--- src/design/nkro_pkg.sv ---
package nkro_pkg;

    localparam int BOOT_LEN     = 8;
    localparam int BITMAP_START = 2;
    localparam int FIRST_KEY    = 4;
    localparam int SLOT_MAX     = 6;

    localparam int BYTE_W    = 8;
    localparam int COUNT_W   = 5;
    localparam int KEY_W     = 7;
    localparam int KEY_CNT_W = 3;
    localparam int INDEX_W   = 3;

    localparam logic [COUNT_W-1:0] COUNT_MAX = '1;

    typedef enum logic [1:0] {
        KIND_NKRO  = 2'd0,
        KIND_BOOT  = 2'd1,
        KIND_OTHER = 2'd2
    } t_report_kind;

    typedef struct packed {
        logic [BOOT_LEN-1:0][BYTE_W-1:0] bytes;
        t_report_kind                    kind;
    } t_report;

endpackage

--- src/design/nkro_accum.sv ---
module nkro_accum
    import nkro_pkg::*;
#(
    parameter int NKRO_LEN = 15,
    parameter int MAX_KEYS = 6
) (
    input  logic              i_clk,
    input  logic              i_rst_n,
    input  logic              i_valid,
    input  logic [BYTE_W-1:0] i_byte,
    input  logic              i_last,
    output t_report           o_report
);

    logic [COUNT_W-1:0]                r_byte_count, n_byte_count;
    logic [BOOT_LEN-1:0][BYTE_W-1:0]   r_raw_head,   n_raw_head;
    logic [MAX_KEYS-1:0][KEY_W-1:0]    r_key_slots,  n_key_slots;
    logic [KEY_CNT_W-1:0]              r_key_count,  n_key_count;

    logic              in_map;
    logic [KEY_W-1:0]  code;

    always_comb begin
        n_raw_head  = r_raw_head;
        n_key_slots = r_key_slots;
        n_key_count = r_key_count;
        code        = '0;

        if (r_byte_count < COUNT_W'(BOOT_LEN)) begin
            n_raw_head[r_byte_count[INDEX_W-1:0]] = i_byte;
        end

        n_byte_count = (r_byte_count == COUNT_MAX) ? COUNT_MAX : r_byte_count + 1'b1;

        in_map = (r_byte_count >= COUNT_W'(BITMAP_START))
              && (r_byte_count < COUNT_W'(NKRO_LEN));

        // keycode = (pos - 2) * 8 + bit, low bits first, take the first free slot
        for (int b = 0; b < BYTE_W; b++) begin
            code = {r_byte_count[3:0] - 4'd2, 3'(b)};
            if (in_map && i_byte[b] && code >= KEY_W'(FIRST_KEY)
                    && n_key_count < KEY_CNT_W'(MAX_KEYS)) begin
                for (int k = 0; k < MAX_KEYS; k++) begin
                    if (n_key_count == KEY_CNT_W'(k)) begin
                        n_key_slots[k] = code;
                    end
                end
                n_key_count = n_key_count + 1'b1;
            end
        end
    end

    // unused slots and bytes are zero, so the report is built straight from state
    always_comb begin
        o_report.bytes = n_raw_head;
        if (n_byte_count == COUNT_W'(NKRO_LEN)) begin
            o_report.kind     = KIND_NKRO;
            o_report.bytes    = '0;
            o_report.bytes[0] = n_raw_head[0];
            for (int k = 0; k < MAX_KEYS; k++) begin
                o_report.bytes[BITMAP_START+k] = BYTE_W'(n_key_slots[k]);
            end
        end else if (n_byte_count == COUNT_W'(BOOT_LEN)) begin
            o_report.kind = KIND_BOOT;
        end else begin
            o_report.kind = KIND_OTHER;
        end
    end

    always_ff @(posedge i_clk) begin
        if (!i_rst_n) begin
            r_byte_count <= '0;
            r_raw_head   <= '0;
            r_key_slots  <= '0;
            r_key_count  <= '0;
        end else if (i_valid) begin
            if (i_last) begin
                r_byte_count <= '0;
                r_raw_head   <= '0;
                r_key_slots  <= '0;
                r_key_count  <= '0;
            end else begin
                r_byte_count <= n_byte_count;
                r_raw_head   <= n_raw_head;
                r_key_slots  <= n_key_slots;
                r_key_count  <= n_key_count;
            end
        end
    end

    a_key_count_bound: assert property (@(posedge i_clk) disable iff (!i_rst_n)
        r_key_count <= KEY_CNT_W'(MAX_KEYS))
        else $error("key count above limit");

    a_clear_after_last: assert property (@(posedge i_clk) disable iff (!i_rst_n)
        i_valid && i_last |=> r_byte_count == '0 && r_key_count == '0)
        else $error("state not cleared after last byte");

endmodule

--- src/design/nkro_out.sv ---
module nkro_out
    import nkro_pkg::*;
(
    input  logic               i_clk,
    input  logic               i_rst_n,
    input  logic               i_load,
    input  t_report            i_report,
    input  logic               i_stall,
    output logic               o_busy,
    output logic               o_valid,
    output logic [BYTE_W-1:0]  o_byte,
    output logic [INDEX_W-1:0] o_index,
    output logic               o_last,
    output logic [1:0]         o_kind
);

    logic                            r_valid, n_valid;
    logic [INDEX_W-1:0]              r_index, n_index;
    logic [BOOT_LEN-1:0][BYTE_W-1:0] r_bytes;
    t_report_kind                    r_kind;
    logic                            take;

    assign take    = r_valid && !i_stall;
    // free again in the cycle the eighth byte goes out, so the next report loads without a gap
    assign o_busy  = r_valid && !(take && o_last);
    assign o_valid = r_valid;
    assign o_byte  = r_bytes[r_index];
    assign o_index = r_index;
    assign o_last  = (r_index == INDEX_W'(BOOT_LEN - 1));
    assign o_kind  = r_kind;

    always_comb begin
        n_valid = r_valid;
        n_index = r_index;
        if (i_load) begin
            n_valid = 1'b1;
            n_index = '0;
        end else if (take) begin
            n_index = r_index + 1'b1;
            if (o_last) begin
                n_valid = 1'b0;
            end
        end
    end

    always_ff @(posedge i_clk) begin
        if (!i_rst_n) begin
            r_valid <= 1'b0;
            r_index <= '0;
        end else begin
            r_valid <= n_valid;
            r_index <= n_index;
        end
    end

    always_ff @(posedge i_clk) begin
        if (i_load) begin
            r_bytes <= i_report.bytes;
            r_kind  <= i_report.kind;
        end
    end

    a_load_when_free: assert property (@(posedge i_clk) disable iff (!i_rst_n)
        i_load |-> !r_valid || (take && o_last))
        else $error("report loaded over one still draining");

    a_done_after_eighth: assert property (@(posedge i_clk) disable iff (!i_rst_n)
        take && o_last && !i_load |=> !r_valid)
        else $error("output still valid after eighth byte");

endmodule

--- src/design/nkro_to_boot_report_converter.sv ---
// Input bytes: one per cycle while o_in_stall is low; each is registered in the input register
// and then folded into the report state. The last byte of a report then loads the output buffer,
// which sends its eight bytes from byte 0 on, holding each while i_out_stall is high. The last byte
// of a report waits in the input register while the previous report still drains from the output
// buffer; it moves on at the edge that takes the previous report's eighth byte.
// Reset: synchronous, active low; clears the byte count, stored bytes, keys and both valids.
module nkro_to_boot_report_converter
    import nkro_pkg::*;
#(
    parameter int NKRO_LEN = 15,
    parameter int MAX_KEYS = 6
) (
    input  logic               i_clk,
    input  logic               i_rst_n,
    input  logic               i_in_valid,
    output logic               o_in_stall,
    input  logic [BYTE_W-1:0]  i_report_byte,
    input  logic               i_last_in,
    output logic               o_out_valid,
    input  logic               i_out_stall,
    output logic [BYTE_W-1:0]  o_out_byte,
    output logic [INDEX_W-1:0] o_out_index,
    output logic               o_out_last,
    output logic [1:0]         o_report_kind
);

    logic              r_in_valid;
    logic [BYTE_W-1:0] r_in_byte;
    logic              r_in_last;
    logic              in_take;
    logic              advance;
    logic              out_busy;
    t_report           report;

    // a last byte moves on only when the output buffer is free
    assign advance    = r_in_valid && (!r_in_last || !out_busy);
    assign o_in_stall = r_in_valid && !advance;
    assign in_take    = i_in_valid && !o_in_stall;

    always_ff @(posedge i_clk) begin
        if (!i_rst_n) begin
            r_in_valid <= 1'b0;
        end else if (in_take) begin
            r_in_valid <= 1'b1;
        end else if (advance) begin
            r_in_valid <= 1'b0;
        end
    end

    always_ff @(posedge i_clk) begin
        if (in_take) begin
            r_in_byte <= i_report_byte;
            r_in_last <= i_last_in;
        end
    end

    nkro_accum #(
        .NKRO_LEN (NKRO_LEN),
        .MAX_KEYS (MAX_KEYS)
    ) u_accum (
        .i_clk    (i_clk),
        .i_rst_n  (i_rst_n),
        .i_valid  (advance),
        .i_byte   (r_in_byte),
        .i_last   (r_in_last),
        .o_report (report)
    );

    nkro_out u_out (
        .i_clk    (i_clk),
        .i_rst_n  (i_rst_n),
        .i_load   (advance && r_in_last),
        .i_report (report),
        .i_stall  (i_out_stall),
        .o_busy   (out_busy),
        .o_valid  (o_out_valid),
        .o_byte   (o_out_byte),
        .o_index  (o_out_index),
        .o_last   (o_out_last),
        .o_kind   (o_report_kind)
    );

    a_hold_last_when_busy: assert property (@(posedge i_clk) disable iff (!i_rst_n)
        r_in_valid && r_in_last && out_busy |=> r_in_valid)
        else $error("last byte dropped while output busy");

endmodule

--- config.mk ---
export PLATFORM = sky130hd
export DESIGN_NAME = nkro_to_boot_report_converter
export DESIGN_NICKNAME = d
export VERILOG_FILES = /design/src/design/nkro_pkg.sv /design/src/design/nkro_accum.sv /design/src/design/nkro_out.sv /design/src/design/nkro_to_boot_report_converter.sv
export SDC_FILE = /design/constraint.sdc
export NUM_CORES = 1
export LEC_CHECK = 0
export BUFFER_PORTS_ARGS = -buffer_cell sky130_fd_sc_hd__buf_2
export CAP_MARGIN = 10
export CORE_UTILIZATION = 45
export DETAILED_ROUTE_END_ITERATION = 7
export MAX_ROUTING_LAYER = met4
export PLACE_DENSITY = 0.68
export SYNTH_ARGS = -nofsm -noshare
export SYNTH_HDL_FRONTEND = slang
export SYNTH_SLANG_ARGS = --single-unit
export TNS_END_PERCENT = 30
--- constraint.sdc ---
create_clock -name i_clk -period 11.3 [get_ports i_clk]
set_input_delay 1.695 -clock i_clk [delete_from_list [all_inputs] [get_ports i_clk]]
set_output_delay 1.695 -clock i_clk [all_outputs]
set_load 0.02 [all_outputs]
==> qor.yml, run 1 <==
status: "finished clean"
die_width_um: 159.3
finalWeightedCongestion: 0.9470
cts_tree: "done"
antenna_left: 0
nets: 1201
max_freq_ghz: 0.09451
synth_cells: 1153
drv_slew: 0
cts.sinks: 194
synth_xor_area_share_pct: 1.438
diodes: 0
firstDrtPassIters: 5
synth_compound_gate_area_share_pct: 21.29
core-area_um2: 24320
drc: 0
endpoint_kind: "register"
crit_path_top_delay_cell: "a2111oi_4"
fin_worst_skew_ns: 0.01530
hp-class: "register to register"
synth_area_um2: 11130
muxShareOfSynthArea_pct: 9.125
cts-htree-levels: 4
synth_adder_area_share_pct: 5.057
drive_above_1_share_pct: 12.46
ys_seq_area_share_pct: 41.62
min_period_over_period_pct: 93.64
whs_ns: 0.4577
io_pins: 29
critPathMaxFanout: 13
relSlewSlack_pct: 16.60
synth_area_leader_cell: "dfxtp_1"
clockBufferDepth: 2
critPathLaunchType: "register"
drtIter0Drc: 1102
clock-root-buffer: "clkbuf_16"
worst_pin_slew_ns: 1.246
critPathMaxStageDelay_ns: 0.65
setup_tns_ns: 0
via_per_inst: 6.149
portBuffers: 28
yosysTopAreaCellShare_pct: 21.40
post-dp-hpwl_um: 23930
avgSynthCellArea_um2: 9.657
setup_viol: 0
synth_top_family_by_area: "compound AO/OA/AOI/OAI gates"
cp_common_cell: "ha_1"
area_delta_synth_final_pct: 9.125
grt_use_total_pct: 27.62
die_h_um: 159.3
routedWlPerCell_um: 22.67
clkTransAtPathRegs_ns: 0.08
syn-num-nets: 1211
grt_max_degree: 69
dieArea_um2: 25380
grt_pass1_wl_um: 51520
async_flop_share_pct: 0
drv_cap: 0
pwr_density_cell_nw_per_um2: 122.1
rsz0062_at_grt: "no"
period_needed_ns: 10.58
synth-edff-count: 75
yosys_most_used_dff: "dfxtp_1"
hold_viol_final: 0
insertion_delay_ns: 0.45
synth_area_leaders: "dfxtp_1 (21%), edfxtp_1 (20%), nor2b_1 (5.6%)"
initial_core_util_pct: 45.78
yosys.area_share.simple_pct: 17.15
finalWirelength_um: 33560
rows: 57
holdBufCountCts: 0
timing.critical_path.required_ns: 11.48
grt_antenna_before_repair: 0
timing_worst_setup_path_type: "register to register"
arrival_ns: 10.76
max-vdd-ir-drop_mv: 0.08787
grt_pass1_vias: 8555
globalRouteOverflowTotal: 0
p_leak_nw: 4.286
synth_cell_types: 87
synth_seq_cells: 194
cts_buffers: 17
vias: 9101
yosys_warnings: 0
[cell type report]
| class | count | area, µm² |
|---|---|---|
| fillers | 2183 | 12170 |
| well taps | 324 | 405.4 |
| repair buffers | 47 | 282.8 |
| clock inverters | 14 | 180.2 |
| multi-input cells | 841 | 6051 |
| inverters | 42 | 157.7 |
| clock buffers | 18 | 439.2 |
| flip-flops and latches | 194 | 4634 |
[stage by stage]
stage                power, W  cell area [µm²]  utilization (%)  instances  setup slack [ns]
CTS                  0.001489            12120            49.84       1477            0.7706
floorplan           0.0008242            11130                -       1153             2.163
global placement    0.0008603            11500            47.30       1445             1.166
detailed placement  0.0008608            11500            47.30       1445            0.8068
global route         0.001523            12150            49.96       1480           0.05396
finish               0.001483            12150            49.96       1480            0.7189
[routing by layer]
layer  vias to the layer above  global-route usage [%]  wire [µm]  share of wire [%]
met1                      4430                   36.72      15000                 45
met3                        77                   5.418       2437                7.3
li1                       4233                       -          -                  -
met2                       361                   41.81      15070                 45
met5                         -                       -          0                  0
met4                         0                   9.878       1049                3.1
[synthesized netlist by cell type (4+ instances only)]
library cell	count
a211oi_1	28
a21boi_0	6
a21o_1	7
a21oi_1	61
a221oi_1	6
a22o_1	11
a22oi_1	65
a31oi_1	9
a32oi_1	5
and2_1	20
and3_1	16
buf_1	8
buf_2	6
clkbuf_1	57
dfxtp_1	119
edfxtp_1	75
ha_1	45
inv_1	40
mux2_2	16
mux2i_1	46
mux4_2	16
nand2_1	97
nand2b_1	14
nand3_1	18
nor2_1	64
nor2b_1	99
nor3_1	21
o211ai_1	7
o21a_1	5
o21ai_0	39
o21ai_1	6
o22ai_1	18
o2bb2ai_1	7
xnor2_1	8
xor2_1	4
[flip-flops by register name, summed over array words and instances (netlist names)]
name	flops
u_accum.r_key_slots	42
u_accum.r_key_count	3
u_out.o_index	3
r_in_byte	8
u_out.o_kind	2
u_out.r_bytes	64
r_in_valid	1
u_accum.r_byte_count	5
u_accum.r_raw_head	64
u_out.o_valid	1
r_in_last	1
[cells in the final DEF (no fill, tap or decap), types with 18 or more instances in the layout]
cell type / count
o21ai_0: 39
o22ai_1: 18
buf_4: 19
ha_1: 45
nand3_1: 18
edfxtp_1: 75
buf_2: 28
and2_1: 19
a211oi_1: 27
nor2b_1: 98
nor2_1: 64
a22oi_1: 65
inv_1: 40
nand2_1: 97
a21oi_1: 61
mux2i_1: 46
dfxtp_1: 119
[kinds of logic after synthesis]
group | Yosys count
simple gates | 371
fa+ha+maj | 45
buf+inv | 118
compound gates | 331
mux | 79
xor+xnor | 15
flops | 194
[worst max-delay path, delay by kind of cell, from the launching register on]
| kind | cells | cell delay (ns) |
|---|---|---|
| AOI/OAI and AO/OA | 10 | 3.60 |
| xor gates and xnor gates | 2 | 0.55 |
| adders and majority gates | 8 | 2.29 |
| buffers and inverters | 4 | 0.67 |
| DFF | 1 | 0.55 |
| muxes | 3 | 0.68 |
| and+or+nand+nor | 9 | 1.96 |
[timing repair]
item,CTS,global route
resized for setup,0,2
endpoints found under the setup margin,0,19
setup buffers,0,3
[where the power goes]
part	total, W	switching (W)	internal [W]
sequential	0.000748	0.0000133	0.000735
combinational	0.0000983	0.0000660	0.0000324
clock	0.000637	0.000310	0.000327
[worst paths after layout]
check	startpoint	end	slack (ns)	cells after the start
max	u_accum.r_byte_count[1]$_SDFFE_PN0P_	u_out.r_bytes[29]$_DFFE_PP_	0.72	36
min	u_accum.r_key_slots[6]$_SDFFE_PN0P_	u_accum.r_key_slots[6]$_SDFFE_PN0P_	0.46	2
max reg2reg	u_accum.r_byte_count[1]$_SDFFE_PN0P_	u_out.r_bytes[29]$_DFFE_PP_	0.72	36
min reg2reg	u_accum.r_key_slots[6]$_SDFFE_PN0P_	u_accum.r_key_slots[6]$_SDFFE_PN0P_	0.46	2
Note: power is estimated with default switching activity, not from simulation.
==> run 2: changes to the inputs <==
--- a/config.mk
+++ b/config.mk
@@ -13,5 +13,6 @@
 export PLACE_DENSITY = 0.68
 export SYNTH_ARGS = -nofsm -noshare
 export SYNTH_HDL_FRONTEND = slang
+export SYNTH_HIERARCHICAL = 1
 export SYNTH_SLANG_ARGS = --single-unit
 export TNS_END_PERCENT = 30
==> run 2 against run 1 <==
Against the previous run:
- area after synthesis rose by 4.7%
- hold slack improved by 0.0022 ns
- synthesized cell count rose by 6.6%
- clock power fell by 1%
- routed wire length rose by 5.0%
- combinational power rose by 9%
- sequential power barely moved
- die area rose by 4.6%
- worst setup slack improved by 0.14 ns
- clock skew rose by 0.0082 ns
- highest routed layer unchanged
==> qor.yml, run 2 <==
crit_path_top_delay_cell: "o21ai_0"
synth-edff-count: 75
rows: 58
portBuffers: 28
startpoint: "u_accum/r_byte_count[1]$_SDFFE_PN0P_"
insertion_delay_ns: 0.44
cts_tree: "done"
clock-root-buffer: "clkbuf_16"
rr_worst_depth: 41
timing.critical_path.required_ns: 11.45
arrival_ns: 10.60
design_area_um2: 12690
hold_viol_final: 0
dp.cells: 1515
post-dp-hpwl_um: 24520
pwr_density_cell_nw_per_um2: 116.9
setup_tns_ns: 0
grt_pass1_wl_um: 52920
min_period_over_period_pct: 92.40
path_buf_inv: 6
syn-num-nets: 1287
clkTransAtPathRegs_ns: 0.08
whs_ns: 0.4600
drv_cap: 0
synth_cell_types: 90
drive_above_1_share_pct: 12.29
initial_core_util_pct: 46.03
cts_buffers: 17
status: "finished clean"
worst_pin_slew_ns: 1.260
holdBufCountCts: 0
swShare_pct: 26.50
setup_viol: 0
clockBufferDepth: 2
internal_power_w: 0.001090
drc: 0
critPathMaxStageDelay_ns: 0.78
area_delta_synth_final_pct: 8.844
postLayoutCoreUtil_pct: 50.10
antenna_left: 0
layout_common_cells: "dfxtp_1 (118), nor2b_1 (105), nand2_1 (89)"
hold_path_depth: 2
critPathLaunchType: "register"
cp_top_family: "compound AO/OA/AOI/OAI gates"
reg_top3: "u_accum/r_raw_head: 64 flops, u_out/r_bytes: 64 flops, u_accum/r_key_slots: 42 flops"
dieArea_um2: 26550
synth_area_um2: 11660
grt_antenna_before_repair: 2
place_area_um2: 12030
avgSynthCellArea_um2: 9.485
critPathMaxFanout: 13
cp.depth: 41
io_pins: 29
synth_area_leader_cell: "dfxtp_1"
reg2reg_to: "u_out/r_bytes[45]$_DFFE_PP_"
synth_most_common_cell: "dfxtp_1"
drtIter0Drc: 1165
finalNonFillerCells: 1552
fin_worst_skew_ns: 0.02353
clkPwrFrac_pct: 42.4
ys_seq_area_share_pct: 39.76
synth_area_leaders: "dfxtp_1 (20%), edfxtp_1 (19%), nor2b_1 (5.6%)"
yosys_most_used_dff: "dfxtp_1"
cp_common_cell: "ha_1"
cts-htree-levels: 4
p_leak_nw: 4.489
firstDrtPassIters: 6
cts.sinks: 194
vias: 9736
regToRegSetupSlack_ns: 0.86
relSlewSlack_pct: 15.69
endpoint_kind: "register"
p_switching_w: 0.0003929
timing.rr.start: "u_accum/r_byte_count[1]$_SDFFE_PN0P_"
yosysTopAreaCellShare_pct: 20.44
die_h_um: 163.0
critPathCapture: "u_out/r_bytes[45]$_DFFE_PP_"
finalWeightedCongestion: 1.000
period_needed_ns: 10.44
hp-class: "register to register"
finalWirelength_um: 35240
max-vdd-ir-drop_mv: 0.06958
nFillCells: 2306
grt_pass1_vias: 8990
nets: 1266
synthTopCellsByCount: "dfxtp_1 (119), nor2b_1 (105), nand2_1 (89), clkbuf_1 (80), edfxtp_1 (75)"
routedWlPerCell_um: 22.71
max_freq_ghz: 0.09578
globalRouteOverflowTotal: 0
p_comb_share_pct: 7.2
via_per_inst: 6.273
yosys_warnings: 6
synth_seq_cells: 194
synth_cells: 1229
p_seq_share_pct: 50.4
async_flop_share_pct: 0
die_width_um: 163.0
grt_use_total_pct: 27.47
timing_worst_setup_path_type: "register to register"
drv_slew: 0
layout_commonest_cell: "dfxtp_1"
grt_max_degree: 77
rsz0062_at_grt: "no"
core-area_um2: 25330
[run 2: worst min-delay path by stage]
stage	to	slack, ns	startpoint
2_1_floorplan	u_accum/r_key_slots[9]$_SDFFE_PN0P_	0.43	u_accum/r_key_slots[9]$_SDFFE_PN0P_
3_3_place_gp	u_accum/r_key_slots[31]$_SDFFE_PN0P_	0.44	u_accum/r_key_slots[31]$_SDFFE_PN0P_
3_5_place_dp	u_accum/r_key_slots[31]$_SDFFE_PN0P_	0.45	u_accum/r_key_slots[31]$_SDFFE_PN0P_
4_1_cts	u_accum/r_key_slots[31]$_SDFFE_PN0P_	0.46	u_accum/r_key_slots[31]$_SDFFE_PN0P_
5_1_grt	u_accum/r_key_slots[30]$_SDFFE_PN0P_	0.48	u_accum/r_key_slots[30]$_SDFFE_PN0P_
6_report	u_accum/r_key_slots[30]$_SDFFE_PN0P_	0.46	u_accum/r_key_slots[30]$_SDFFE_PN0P_
[run 2: cell families after synthesis]
group	synth area share (%)
xor gates and xnor gates	1.438
muxes	8.543
buffers and inverters	5.366
adders and majority gates	4.830
AOI/OAI and AO/OA	20.77
DFF	39.76
and+or+nand+nor	19.30
[run 2: repair_timing]
item | 4_1_cts | 5_1_grt
setup buffers | 0 | 4
endpoints found under the setup margin | 0 | 34
gates resized for setup | 0 | 4
[run 2: power by group through the flow]
stage / combinational [W] / sequential (W) / clock, W
after floorplan: 0.0000744 / 0.000757 / 0
after global placement: 0.000105 / 0.000763 / 0
after detailed placement: 0.000105 / 0.000763 / 0
after CTS: 0.000106 / 0.000747 / 0.000638
after global routing: 0.000115 / 0.000748 / 0.000663
final: 0.000107 / 0.000747 / 0.000629
[run 2: stage by stage]
step	power [W]	setup slack, ns
after global routing	0.001526	0.07999
after floorplan	0.0008310	1.733
final	0.001483	0.8593
after global placement	0.0008676	0.9159
after CTS	0.001490	0.5755
after detailed placement	0.0008681	0.6021
[run 2: layout make-up]
class | count | area, µm² | area share [%]
tap | 330 | 412.9 | 3.254
sequential | 194 | 4636 | 36.53
inverter | 55 | 206.4 | 1.627
antenna | 1 | 2.502 | 0.01972
clock inverter | 15 | 188.9 | 1.489
timing repair buffer | 57 | 357.8 | 2.820
clock buffer | 17 | 425.4 | 3.353
multi-input combinational | 883 | 6459 | 50.90
[run 2: worst min-delay path, stage by stage, from the launching register on]
cell and delay [ns]:
dfxtp_1 0.32, inv_1 0.05, o22ai_1 0.05
[run 2: layer usage]
| metal | track usage (%) | part of all wire (%) | vias to the layer above |
|---|---|---|---|
| li1 | - | - | 4492 |
| met1 | 36.11 | 43 | 4733 |
| met2 | 41.20 | 45 | 452 |
| met3 | 5.297 | 8.0 | 59 |
| met4 | 11.51 | 3.8 | 0 |
| met5 | - | 0 | - |
==> run 3: changes to the inputs <==
--- a/config.mk
+++ b/config.mk
@@ -7,6 +7,7 @@
 export LEC_CHECK = 0
 export BUFFER_PORTS_ARGS = -buffer_cell sky130_fd_sc_hd__buf_2
 export CAP_MARGIN = 10
+export CORE_ASPECT_RATIO = 1.4
 export CORE_UTILIZATION = 45
 export DETAILED_ROUTE_END_ITERATION = 7
 export MAX_ROUTING_LAYER = met4
==> run 3 against run 2 <==
Against the previous run:
- via count is 0.20% lower
- fmax is 1.1% lower
- clock-buffer cell count is 6 higher
- clock power is 6.4% lower
- die area hardly changed
- global-route usage is 0.55 points higher
- first-iteration DRC count is 33% lower
- worst setup slack worse by 0.11 ns
- non-clock buffer count is 3 lower
- cell area is 0.71% lower
- critical path depth stayed put
- power is 2.5% lower
- largest cell class unchanged
==> qor.yml, run 3 (same netlist as run 2, synthesis figures left out) <==
grt_pass1_vias: 9290
insertion_delay_ns: 0.43
timing.critical_path.required_ns: 11.45
timing.rr.start: "u_accum/r_byte_count[2]$_SDFFE_PN0P_"
grt_max_degree: 77
max-vdd-ir-drop_mv: 0.1001
relSlewSlack_pct: 18.29
layout_commonest_cell: "dfxtp_1"
via_per_inst: 6.322
rsz0062_at_grt: "no"
min_period_over_period_pct: 93.40
grt_antenna_before_repair: 0
holdBufCountCts: 0
grt_pass1_wl_um: 54990
max_freq_ghz: 0.09475
routedWlPerCell_um: 23.56
cts-htree-levels: 4
drv_cap: 0
setup_tns_ns: 0
finalWirelength_um: 36210
status: "finished clean"
p_total_w: 0.001446
endpoint_kind: "register"
dieArea_um2: 26560
clkTransAtPathRegs_ns: 0.07
fin_worst_skew_ns: 0.01141
finalNonFillerCells: 1537
critPathLaunchType: "register"
hp-class: "register to register"
drv_slew: 0
worstHoldStart: "u_accum/r_key_slots[20]$_SDFFE_PN0P_"
layout_setup_ws_ns: 0.7459
critPathMaxFanout: 13
met3_length_um: 1873
drtIter0Drc: 776
drive_above_1_share_pct: 11.74
dp.cells: 1504
antenna_left: 0
m1WireLength_um: 13470
core-area_um2: 25380
pwr_density_cell_nw_per_um2: 114.8
initial_core_util_pct: 45.93
cp_common_cell: "ha_1"
post-dp-hpwl_um: 25990
place_ws_ns: 0.9902
layout_common_cells: "dfxtp_1 (119), nor2b_1 (105), nand2_1 (89)"
io_pins: 29
timing_worst_setup_path_type: "register to register"
portBuffers: 28
clockBufferDepth: 2
crit_path_top_delay_cell: "a211oi_4"
hold_viol_final: 0
setup_viol: 0
nets: 1263
cts.sinks: 194
regToRegSetupSlack_ns: 0.75
rows: 69
die_width_um: 138.0
area_delta_synth_final_pct: 8.071
p_leak_nw: 4.476
worst_pin_slew_ns: 1.223
firstDrtPassIters: 6
cts_setup_buffers: 0
cts_tree: "done"
path_buf_inv: 7
grt_use_total_pct: 28.02
globalRouteOverflowTotal: 0
critPathMaxStageDelay_ns: 0.56
reg2reg_to: "u_out/r_bytes[30]$_DFFE_PP_"
period_needed_ns: 10.55
drc: 0
finalWeightedCongestion: 0.9667
rr_worst_depth: 41
die_h_um: 192.4
vias: 9717
diodes: 0
holdPathEnd: "u_accum/r_key_slots[20]$_SDFFE_PN0P_"
clock-root-buffer: "clkbuf_16"
wl_met2_um: 18220
hold_path_depth: 2
arrival_ns: 10.71
cts_buffers: 17
cp_top_family: "compound AO/OA/AOI/OAI gates"
ctsResizeCount: 0
reg_top3: "u_accum/r_raw_head: 64 flops, u_out/r_bytes: 64 flops, u_accum/r_key_slots: 42 flops"
maxUsedRoutingLayer: "met4"
## run 3: cell types whose count changed in the layout (fill, tap and decap cells not counted), sizes merged
| cell | change |
|---|---|
| clkbuf | +6 |
| buf | -3 |
| clkinvlp | -1 |
| diode | -1 |
| bufinv | -1 |
| clkinv | -4 |
## run 3: through the flow
stage / hold WS (ns) / cell area (µm²) / util [%]
after floorplan: 0.4251 / 11660 / -
after global placement: 0.4381 / 12020 / 47.35
after detailed placement: 0.4411 / 12020 / 47.35
after CTS: 0.4509 / 12590 / 49.62
after global routing: 0.4763 / 12600 / 49.64
final: 0.4574 / 12600 / 49.64
## run 3: cell type report
| type | instances | area (µm²) |
|---|---|---|
| clock buffer | 23 | 511.7 |
| clock inverter | 9 | 62.56 |
| fill | 2393 | 12780 |
| inverter | 55 | 206.4 |
| multi-input combinational | 883 | 6451 |
| sequential | 194 | 4634 |
| tap | 319 | 399.1 |
| timing repair buffer | 54 | 332.8 |
## run 3: worst register-to-register path: cells and delay by family (launching register included)
kind / cells / cell delay, ns
mux: 2 / 0.34
simple gates: 14 / 2.94
flops: 1 / 0.51
compound gates: 10 / 3.13
buf+inv: 7 / 0.87
fa+ha+maj: 8 / 2.48
## run 3: worst max-delay path by stage
stage | startpoint | end | cells past startpoint
after floorplan | u_accum/r_byte_count[1]$_SDFFE_PN0P_ | u_out/r_bytes[30]$_DFFE_PP_ | 43
after global placement | u_accum/r_byte_count[2]$_SDFFE_PN0P_ | u_out/r_bytes[30]$_DFFE_PP_ | 41
after detailed placement | u_accum/r_byte_count[2]$_SDFFE_PN0P_ | u_out/r_bytes[30]$_DFFE_PP_ | 41
after CTS | u_accum/r_byte_count[2]$_SDFFE_PN0P_ | u_out/r_bytes[30]$_DFFE_PP_ | 41
after global routing | u_accum/r_byte_count[2]$_SDFFE_PN0P_ | u_out/r_bytes[30]$_DFFE_PP_ | 39
final | u_accum/r_byte_count[2]$_SDFFE_PN0P_ | u_out/r_bytes[30]$_DFFE_PP_ | 41
## run 3: power breakdown
| group | internal [W] | total [W] | switching [W] |
|---|---|---|---|
| registers | 0.000736 | 0.000745 | 0.00000895 |
| logic | 0.0000352 | 0.000112 | 0.0000767 |
| clock network | 0.000324 | 0.000589 | 0.000265 |
## run 3: layer usage
layer  GRT usage (%)  up-vias
met5               -        -
met4           20.41        0
met3           2.680      110
met2           48.10      431
met1           30.51     4694
li1                -     4482
